## src/design/eept_pkg.sv

```systemverilog
// eept_pkg: shared types and codes for the exit event pending table
// used by eept_ctrl, eept_dp and exit_event_pending_table; depends on nothing
`default_nettype none

package eept_pkg;

	// process slot space, fixed by the width of proc_slot
	localparam int PROC_W     = 8;
	localparam int PROC_DEPTH = 256;

	// item kinds
	localparam logic [1:0] KIND_QUERY  = 2'd0;
	localparam logic [1:0] KIND_RECORD = 2'd1;
	localparam logic [1:0] KIND_WATCH  = 2'd2;

	// result status codes
	localparam logic [1:0] ST_OK      = 2'd0;
	localparam logic [1:0] ST_NOPROC  = 2'd1;
	localparam logic [1:0] ST_NOSPACE = 2'd2;

	// input word
	typedef struct packed {
		logic [1:0]         kind;
		logic signed [31:0] endpoint;
		logic [PROC_W-1:0]  proc_slot;
		logic               endpoint_ok;
		logic signed [31:0] ipc_endpoint;
	} req_t;

	// result word
	typedef struct packed {
		logic [1:0]         status;
		logic signed [31:0] endpoint_out;
		logic               more_pending;
		logic               send_notify;
		logic signed [31:0] notify_target;
	} rsp_t;

	// controller to datapath commands
	typedef struct packed {
		logic load;
		logic clr_en;
		logic ptr_inc;
		logic scan_rd;
		logic fin;
	} dp_cmd_t;

	// datapath to controller status
	typedef struct packed {
		logic [1:0] kind;
		logic       ok;
		logic       watched;
		logic       clr_last;
		logic       scan_last;
	} dp_sts_t;

endpackage

`default_nettype wire

```

## src/design/eept_ctrl.sv

```systemverilog
// eept_ctrl: sequencer for the exit event pending table
// steps clearing, item dispatch, table scan and finish; uses eept_pkg types
`default_nettype none

module eept_ctrl (
	input  wire logic              clk,
	input  wire logic              arst_n,
	input  wire logic              start,
	input  wire eept_pkg::dp_sts_t sts,
	output eept_pkg::dp_cmd_t      cmd,
	output logic                   busy
);

	localparam logic [2:0] S_CLR   = 3'd0;
	localparam logic [2:0] S_IDLE  = 3'd1;
	localparam logic [2:0] S_DISP  = 3'd2;
	localparam logic [2:0] S_SCAN  = 3'd3;
	localparam logic [2:0] S_DRAIN = 3'd4;
	localparam logic [2:0] S_DONE  = 3'd5;

	logic [2:0] state_q;
	logic [2:0] state_d;
	logic       need_scan;

	// queries always scan, records only for a watched valid process
	assign need_scan = (sts.kind == eept_pkg::KIND_QUERY) ||
		((sts.kind == eept_pkg::KIND_RECORD) && sts.ok && sts.watched);

	// next state
	always_comb begin
		state_d = state_q;
		unique case (state_q)
			S_CLR:   if (sts.clr_last) state_d = S_IDLE;
			S_IDLE:  if (start) state_d = S_DISP;
			S_DISP:  state_d = need_scan ? S_SCAN : S_DONE;
			S_SCAN:  if (sts.scan_last) state_d = S_DRAIN;
			S_DRAIN: state_d = S_DONE;
			S_DONE:  state_d = S_IDLE;
			default: state_d = S_IDLE;
		endcase
	end

	always_ff @(posedge clk or negedge arst_n) begin
		if (!arst_n) begin
			state_q <= S_CLR;
		end else begin
			state_q <= state_d;
		end
	end

	// command decode
	always_comb begin
		cmd.load    = (state_q == S_IDLE) && start;
		cmd.clr_en  = (state_q == S_CLR);
		cmd.ptr_inc = (state_q == S_CLR) || (state_q == S_SCAN);
		cmd.scan_rd = (state_q == S_SCAN);
		cmd.fin     = (state_q == S_DONE);
	end

	assign busy = (state_q != S_IDLE);

endmodule

`default_nettype wire

```

## config.mk

```make
export PLATFORM = sky130hd
export DESIGN_NAME = eept_ctrl
export DESIGN_NICKNAME = d
export VERILOG_FILES = /design/src/design/eept_pkg.sv /design/src/design/eept_ctrl.sv
export SDC_FILE = /design/constraint.sdc
export NUM_CORES = 1
export LEC_CHECK = 0
export ABC_AREA = 1
export BUFFER_PORTS_ARGS = -buffer_cell sky130_fd_sc_hd__buf_4
export CAP_MARGIN = 40
export CORE_AREA = 2 2 39 41
export CTS_CLUSTER_SIZE = 20
export DETAILED_ROUTE_END_ITERATION = 6
export DIE_AREA = 0 0 41 43
export GPL_ROUTABILITY_DRIVEN = 0
export SLEW_MARGIN = 10
export SYNTH_ARGS = -nofsm -noshare
export SYNTH_HDL_FRONTEND = slang
export SYNTH_SLANG_ARGS = --single-unit
export TNS_END_PERCENT = 1
```

## constraint.sdc

```tcl
create_clock -name clk -period 1.2 [get_ports clk]
set_input_delay 0.18 -clock clk [delete_from_list [all_inputs] [get_ports clk]]
set_output_delay 0.18 -clock clk [all_outputs]
set_load 0.01 [all_outputs]
```

Word-level counts from Yosys, hierarchy flattened
Cells that the tools add are included.
Cells by class
  muxes and demuxes: 5
  equal/unequal tests: 10
  reduce and logical (&&, ||, !) cells: 8
Operators with widths (count)
  $pmux W3 S5: 1
  $mux W3: 4
  $eq A3 B2 Y1 const B: 2
  $eq A3 B3 Y1 const B: 2
  $ne A2 B2 Y1 const B: 3
  $eq A3 B1 Y1 const B: 1
  $logic_and A1 B1 Y1: 3
  $logic_not A3 Y1: 1
  $ne A3 B1 Y1 const B: 1
  $reduce_and A3 Y1: 1
  $eq A2 B1 Y1 const B: 1
  $logic_not A2 Y1: 1
  $logic_or A1 B1 Y1: 2
Word-level totals
  input bits: 9
  register bits after elaboration: 3
  word-level logic and storage cells: 24

Logic depth before layout (Yosys ltp)
  depth in word-level cells: 6
  depth in mapped cells: 7

Least setup slack after synthesis
OpenSTA, ideal clock, no wires.
  path kind: reg2out
  start: register state_q[2]
  end: output port cmd[4] (netlist bit)
  stages on the path, launching flop included: 4
  arrival: 0.884 ns
  setup slack: 0.136 ns
  cell sequence: dfrtp_1 nor2_2 nand2_2 nor2_1
RTL lines
  from (decl): line eept_ctrl.sv:21  | logic [2:0] state_q;
  from (signal assigned): line eept_ctrl.sv:47  | state_q <= state_d;
  to (decl): line eept_ctrl.sv:10  | output eept_pkg::dp_cmd_t cmd,

==> results.json <==
{
  "grt_max_degree": 6,
  "finalHoldViolations": 0,
  "antenna_found_initial": 0,
  "synth-xor-area-share_pct": 0,
  "drc_errors": 0,
  "required_ns": 1.02,
  "cp-start-kind": "flip-flop",
  "clk_pin_slew_ns": 0.04,
  "vias": 336,
  "setup_violations": 5,
  "synthFlopType": "dfrtp_1",
  "synthMuxAreaShare_pct": 0,
  "rows": 14,
  "post-dp-hpwl_um": 448,
  "synth_top_area_share_pct": 30.0,
  "grt_use_total_pct": 8.17,
  "skew_ns": 0.00194,
  "antenna_left": 0,
  "period_share_pct": 106,
  "synth-edff-count": 0,
  "largest_register_ffs": 3,
  "p_seq_share_pct": 18.7,
  "ios": 15,
  "syn_inst": 40,
  "crit_fanout": 4,
  "rsz0062_at_grt": "true",
  "grt_pass1_wl_um": 897,
  "total_power_mw": 1.11,
  "slew_headroom_pct": 88.6,
  "fp.coreArea_mm2": 0.00138,
  "synth_top_family_by_area": "simple AND/OR/NAND/NOR gates",
  "layout-drive-gt1-share_pct": 50.8,
  "clock_latency_ns": 0.24,
  "hold_ws_ns": 0.224,
  "die_x_um": 41,
  "wl_per_cell_um": 7.68,
  "ys_top_cells_by_count": "9 x inv_1, 9 x nand2_1, 3 x dfrtp_1, 3 x nand3_1, 3 x nor2_1",
  "async_flop_share_pct": 100,
  "h-tree-depth": 1,
  "crit_arrival_ns": 1.09,
  "setup_tns_ns": -0.195,
  "ys_seq_elements": 3,
  "synth_area_leaders": "dfrtp_1 30%, inv_1 14%, nand2_1 14%",
  "leakagePower_nw": 0.266,
  "synth-compound-area-share_pct": 10.5,
  "rr_worst_depth": 7,
  "synth_cell_types": 15,
  "cts-root-buf": "clkbuf_4",
  "switching_share_pct": 42.1,
  "clock_sinks": 3,
  "first_iter_violations": 2,
  "syn_area_per_cell_um2": 6.26,
  "top_register": "state_q",
  "cpPeakStageDelay_ns": 0.45,
  "worstSetupEndpointType": "output pin",
  "viasPerCell": 4.25,
  "cpMaxStageDelayCell": "dfrtp_2",
  "vdd_ir_drop_max_v": 0.000587,
  "worstPathCellList": "nor2_4 -> nand2_2 -> nor2_2 -> buf_4",
  "seq_area_frac_synth_pct": 30.0,
  "synth_adder_area_share_pct": 0,
  "path_class": "flip-flop to output pin",
  "dieArea_mm2": 0.00176,
  "r2r_setup_slack_ns": 0.09,
  "final_max_slew_viol_count": 0,
  "chipHeight_um": 43,
  "synth-simple-area-share_pct": 44.5,
  "crit_family": "flip-flops",
  "hold_depth": 4,
  "p_clk_share_pct": 16.5,
  "power_frac_comb_pct": 64.8,
  "outcome": "finished with violations",
  "numPortBuffers": 14,
  "area_delta_synth_final_pct": 86.0,
  "synth_nets": 49,
  "nets": 73,
  "powerDensity_mw_per_mm2": 2390,
  "grt_pass1_vias": 254,
  "cellInternalPower_mw": 0.643,
  "drt_pass1_iterations": 4,
  "cts_tree": "done",
  "crit_cells": 4,
  "violations": "negative setup slack",
  "synth.largest_area_cell": "dfrtp_1",
  "n_antenna_cell": 0,
  "final.min_clock_period_ns": 1.27,
  "final_core_util_pct": 33.6,
  "synth_area_um2": 250,
  "overflow": 0,
  "drt_wl_total_um": 607,
  "dp.cells": 70,
  "yosysWarnings": 0,
  "max_cap_violations": 0,
  "fin_cells": 79,
  "cts_made_buffers": 3,
  "setup_ws_ns": -0.0688,
  "tightest_slew_ns": 0.170,
  "critical_path_buf_inv_count": 1,
  "reg.largest.list": "state_q: 3 flops",
  "max_freq_mhz": 788,
  "cts_max_path_buffers": 2,
  "initial_core_util_pct": 18.1,
  "p_sw_mw": 0.468,
  "min_path_type": "input pin to flip-flop"
}
==> layer usage <==
layer | GRT usage (%) | routed length [um]
met5 | 0 | 0
met4 | 8.00 | 27
met3 | 3.14 | 55
met2 | 11.3 | 284
met1 | 8.79 | 239
==> metrics by stage <==
| step | worst slack (ns) | area, um^2 |
|---|---|---|
| floorplan | 0.136 | 250 |
| global placement | 0.0736 | 375 |
| detailed placement | 0.0781 | 375 |
| CTS | -0.0865 | 435 |
| global route | -0.119 | 465 |
| finish | -0.0688 | 465 |
==> cell families (layout without fill, tap and decap cells) <==
logic type,after synthesis,in the layout
flops,3,3
buf+inv,10,33
compound gates,5,5
simple gates,22,22
==> final cells by class <==
cell class	instances	area, um^2
Clock buffer	4	26.3
Fill cell	166	918
Inverter	10	37.5
Multi-Input combinational cell	27	148
Sequential cell	3	76.3
Tap cell	16	20.0
Timing Repair Buffer	19	158
==> what timing repair did <==
action | in CTS | in global routing
pin swaps | 3 | 3
endpoints found under the hold margin | 3 | 0
resized for setup | 4 | 2
hold buffers | 1 | 0
setup buffers | 2 | 2
endpoints found under the setup margin | 6 | 6
==> worst paths after layout <==
kind	from	to
min in group asynchronous	arst_n	state_q[1]$_DFFE_PN0P_
max reg2reg	state_q[2]$_DFFE_PN0P_	state_q[1]$_DFFE_PN0P_
min	sts[0]	state_q[1]$_DFFE_PN0P_
max	state_q[2]$_DFFE_PN0P_	cmd[4]
max in group asynchronous	arst_n	state_q[2]$_DFFE_PN0P_
min reg2reg	state_q[2]$_DFFE_PN0P_	state_q[2]$_DFFE_PN0P_
==> worst reg2reg max path, cell delays in order, from the launching register on <==
cell and delay, ns:
dfrtp_2 0.45, nor2_4 0.14, nand2_2 0.07, buf_4 0.14, nor2_2 0.06, nor2_1 0.05
nand2_1 0.05, nand2_1 0.04
==> power groups by stage <==
stage                     logic [mW]  registers, mW  clock network, mW
after CTS                      0.642          0.209              0.187
after floorplan                0.352          0.188                  0
final                          0.720          0.208              0.183
after detailed placement       0.557          0.197                  0
after global placement         0.558          0.195                  0
after global routing           0.789          0.214              0.190
==> cells in the final DEF, fill, tap and decap left out <==
cell           netlist  final
a21oi_1              2      2
dfrtp_2              0      1
a31oi_1              1      1
nor2_1               3      1
o21ai_1              1      2
nand2_1              9      9
nor2_2               2      3
nor3_1               1      1
clkbuf_1             0      1
nand3_2              1      1
nand3_1              3      3
buf_12               0      1
nor2_4               1      2
clkbuf_4             0      3
dfrtp_1              3      2
inv_2                1      2
dlygate4sd3_1        0      1
nand2_2              2      2
buf_4                0     17
inv_1                9      8
Note: power is estimated with default switching activity, not from simulation.
